## src/rtl/fbmp_ram.sv

```systemverilog
module fbmp_ram #(
  parameter int WIDTH = 8,
  parameter int DEPTH = 256
) (
  input  logic                     clk_i,
  input  logic                     we_i,
  input  logic [$clog2(DEPTH)-1:0] waddr_i,
  input  logic [WIDTH-1:0]         wdata_i,
  input  logic [$clog2(DEPTH)-1:0] raddr_i,
  output logic [WIDTH-1:0]         rdata_o
);

  logic [WIDTH-1:0] mem_q [DEPTH];
  logic [WIDTH-1:0] rdata_q;

  always_ff @(posedge clk_i) begin
    if (we_i) begin
      mem_q[waddr_i] <= wdata_i;
    end
    rdata_q <= mem_q[raddr_i];
  end

  assign rdata_o = rdata_q;

endmodule

```

## config.mk

```make
export PLATFORM = sky130hd
export DESIGN_NAME = fbmp_ram
export DESIGN_NICKNAME = d
export VERILOG_FILES = /design/src/rtl/fbmp_ram.sv
export SDC_FILE = /design/constraint.sdc
export NUM_CORES = 2
export LEC_CHECK = 0
export ABC_AREA = 1
export ABC_CLOCK_PERIOD_IN_PS = 2200
export BUFFER_PORTS_ARGS = -buffer_cell sky130_fd_sc_hd__buf_2
export CAP_MARGIN = 30
export CORE_UTILIZATION = 45
export CTS_CLUSTER_SIZE = 20
export DETAILED_ROUTE_END_ITERATION = 6
export PLACE_DENSITY = 0.6
export SYNTH_ARGS = -nofsm -noshare
export SYNTH_HDL_FRONTEND = slang
export SYNTH_SLANG_ARGS = --single-unit
```

## constraint.sdc

```tcl
create_clock -name clk_i -period 2.2 [get_ports clk_i]
set_input_delay 0 -clock clk_i [delete_from_list [all_inputs] [get_ports clk_i]]
set_output_delay 0 -clock clk_i [all_outputs]
set_load 0.1 [all_outputs]
```

# After elaboration in Yosys (flattened, before gate mapping)
# Memories as Yosys holds them, arrays and structs flattened. A register that Yosys moved wholly into a read port is not among the register bits.
# Cells that the tools add are included.
word_totals:
  register_bits: 0
  mem_bits_rw: 2048
  input_bits: 26
  output_inout_bits: 8
  wordCells: 3
  n_memories: 1
classes:
  n_mux: 2
memory_table:
  columns: ["name", "depth", "width", "rd", "rd_clocked_by_memory_dff", "wr", "line_no", "text"]
  rows:
  - ["mem_q", 256, 8, 1, 1, 1, "13", "logic [WIDTH-1:0] mem_q [DEPTH];"]
op_table:
  columns: ["op", "n"]
  rows:
  - ["$mux 1", 2]

# Longest topological paths before layout
logic_depth:
  ltp_word: 2
  ltp_mapped: 15
  mapped_depth_nobuf: 11

# Least setup slack after synthesis
# Ideal clock, no wire load.
synth_timing:
  path_type: "in2reg"
  startpoint: "in we_i"
  endpoint: "mem mem_q[162][0], enable pin"
  setup_ns: 0.370
  arrival_time_ns: 1.121
  t_required_ns: 1.830
  slack_ns: 0.709
  stages: 4
  path_buffers: 2
  path_cell_list: "clkbuf_1 nand3_1 clkbuf_1 nor2_1"
synth_via:
  elab_chain_cells: 2
synth_rtl:
  columns: ["item", "line_no", "text"]
  rows:
  - ["start: declaration", "6", "input logic we_i,"]
  - ["$mux 1", "17", "if (we_i) begin"]
  - ["$mux 1 (implied by the code)", "18", "mem_q[waddr_i] <= wdata_i;"]
  - ["end: declaration", "13", null]
# No other way between the ends.

==> flow_summary.json <==
{
  "outcome": "finished, violations left",
  "violations": "design-rule violations",
  "worst_r2r_endpoint": "rdata_o[5]$_DFF_P_",
  "wl_met3_um": 19200,
  "ys_warn_count": 0,
  "grt_pass1_wl_um": 351000,
  "die_h_um": 432,
  "reg2reg_from": "mem_q[15][5]$_DFFE_PP_",
  "die_w_um": 432,
  "h-tree-depth": 4,
  "ys_seq_area_frac": 0.739,
  "clkSinkCount": 2056,
  "synth_cell_type_count": 14,
  "numCtsBuffers": 210,
  "worstPathMaxFanout": 1,
  "core-area_sq_mm": 0.184,
  "p_int_uw": 65200,
  "worstPathArrival_ns": 2.66,
  "routed.top_layer": "met5",
  "area_growth_pct": 16.1,
  "final_cell_area_sq_mm": 0.0969,
  "drtIter0Drc": 6407,
  "p_sw_uw": 19300,
  "dp_hpwl_um": 143000,
  "worstHoldEndpoint": "rdata_o[6]$_DFF_P_",
  "syn_inst": 7003,
  "cp-end-kind": "flip-flop",
  "holdCritPathClass": "in2reg",
  "final_common_cell": "nand2_1",
  "finish.utilization": 0.527,
  "clkPwrFrac": 0.422,
  "synth.net_count": 7029,
  "antenna_found_initial": 9,
  "tightest_slew_ns": 0.948,
  "fmax_mhz": 508,
  "viasPerCell": 5.59,
  "vdd_drop_max_uv": 860,
  "r2r_cells": 10,
  "synth-seq-cells": 2056,
  "path_class": "reg2reg",
  "dp.cells": 9567,
  "min_from": "raddr_i[4]",
  "clk_path_buf_depth": 3,
  "crit_required_ns": 2.90,
  "grt_overflow": 0,
  "p_per_area_mw_per_mm2": 872,
  "r2r_slack_ns": 0.23,
  "ant_nets": 0,
  "final_cells": 9977,
  "gp_congestion": 0.903,
  "fillers": 15400,
  "drive_above_1_share": 0.120,
  "first_global_vias": 53500,
  "ios": 34,
  "die_area_sq_mm": 0.187,
  "finalHoldViolations": 0,
  "cap_violations": 0,
  "grt_start_max_net_pins": 96,
  "drv_slew": 0,
  "syn_avg_cell_area_sq_um": 11.9,
  "post-route-period-util": 0.895,
  "wl_um": 237000,
  "drtPass1Iterations": 7,
  "cts_tree": "done",
  "clk_latency_ns": 0.83,
  "routedWlPerCell_um": 23.8,
  "cp-start-kind": "flip-flop",
  "rsz0062_at_grt": "false",
  "drc": 15,
  "comb_power_share": 0.066,
  "switching_share": 0.228,
  "p_leak_uw": 0.0344,
  "root_buffer": "clkbuf_16",
  "dpl_cell_area_sq_mm": 0.0898,
  "initial_core_util": 0.454,
  "setup_viol_count_final": 0,
  "portBuffers": 33,
  "post-route-min-period_ns": 1.97,
  "maxSlewHeadroom": 0.367,
  "row_count": 157,
  "layout.nets": 7355,
  "path_clk_slew_ns": 0.06,
  "mostFrequentLayoutCells": "2,112 x nand2_1, 2,048 x edfxtp_1, 2,019 x nand3_1, 444 x buf_4, 283 x nor2_1",
  "seqPwrFrac": 0.512,
  "hold_depth": 9,
  "ctsResizeCount": 0,
  "vias": 55800,
  "track_usage": 0.253,
  "clock_skew_ns": 0.0269,
  "synth_area_sq_mm": 0.0834,
  "met2WireLength_um": 112000,
  "total_power_uw": 84500,
  "drt-met1-wl_um": 96400
}
[layout make-up]
cell class | count | area (sq um) | area share
antenna | 2 | 5.00 | 0.0000517
inverter | 39 | 180 | 0.00186
clock inverter | 143 | 1460 | 0.0150
tap | 2464 | 3080 | 0.0318
multi-input combinational | 4425 | 19200 | 0.198
sequential | 2056 | 61700 | 0.637
clock buffer | 251 | 5430 | 0.0561
timing repair buffer | 597 | 5890 | 0.0608
[Yosys cell counts]
master    instances  area (sq um)
edfxtp_1       2048         61500
buf_2           268          1340
nor2_1          283          1060
inv_2             2          7.51
buf_4            46           345
clkbuf_1        112           420
inv_1            36           135
nand3_1        2019         10100
buf_6            16           180
inv_4             1          6.26
buf_1            40           150
dfxtp_1           8           160
buf_8             1          15.0
nand2_1        2123          7970
[sequential cells by signal, summed over array words and instances, names as in the netlist]
name,count
mem_q,2048
rdata_o,8
[metrics by stage]
step / setup WS, ns / hold WS [ns] / setup TNS (ns)
2_1_floorplan: 0.709 / 0.0989 / 0
3_3_place_gp: -0.195 / 0.427 / -0.612
3_5_place_dp: -0.186 / 0.427 / -0.588
4_1_cts: 0.269 / 0.00476 / 0
5_1_grt: 0.163 / 0.0577 / 0
6_report: 0.231 / 0.0640 / 0
[how the worst max path moves through the flow]
stage	start	to	slack (ns)	depth (start not counted)
6_report	mem_q[15][5]$_DFFE_PP_	rdata_o[5]$_DFF_P_	0.23	10
5_1_grt	mem_q[15][5]$_DFFE_PP_	rdata_o[5]$_DFF_P_	0.16	10
4_1_cts	mem_q[15][5]$_DFFE_PP_	rdata_o[5]$_DFF_P_	0.27	10
3_5_place_dp	raddr_i[0]	rdata_o[6]$_DFF_P_	-0.19	14
3_3_place_gp	raddr_i[0]	rdata_o[6]$_DFF_P_	-0.19	14
2_1_floorplan	we_i	mem_q[162][0]$_DFFE_PP_	0.71	4
[logic make-up after synthesis]
logic type             count (synthesis)  synth area share
buffers and inverters                522            0.0312
DFF                                 2056             0.739
and+or+nand+nor                     4425             0.229
[metal layers]
| metal | vias to the layer above | global-route usage |
|---|---|---|
| li1 | 25600 | - |
| met1 | 27400 | 0.348 |
| met2 | 2385 | 0.404 |
| met3 | 462 | 0.0414 |
| met4 | 2 | 0.0979 |
| met5 | - | 0 |
[critical path, stage by stage (launching register included)]
cell and delay (ns):
edfxtp_1 0.36, nand2_1 0.07, nand3_1 0.07, nand3_1 0.13
nand3_1 0.15, nand3_1 0.18, nand3_1 0.22, nand3_1 0.16
nand2_1 0.12, nand2_1 0.26, nand2_1 0.10
[timing repair]
action | in CTS | in global routing
setup endpoints to repair | 0 | 0
hold endpoints to repair | 2036 | 0
setup buffers | 0 | 0
hold buffers | 14 | 0
[power groups by stage]
stage	clock network [uW]	registers, uW	logic (uW)
after floorplan	0	44200	2660
after global routing	37500	43200	5980
after CTS	36100	43200	5580
after detailed placement	0	44000	5540
after global placement	0	44000	5500
final	35700	43200	5590
No activity file was read; power rests on OpenSTA's default activity.
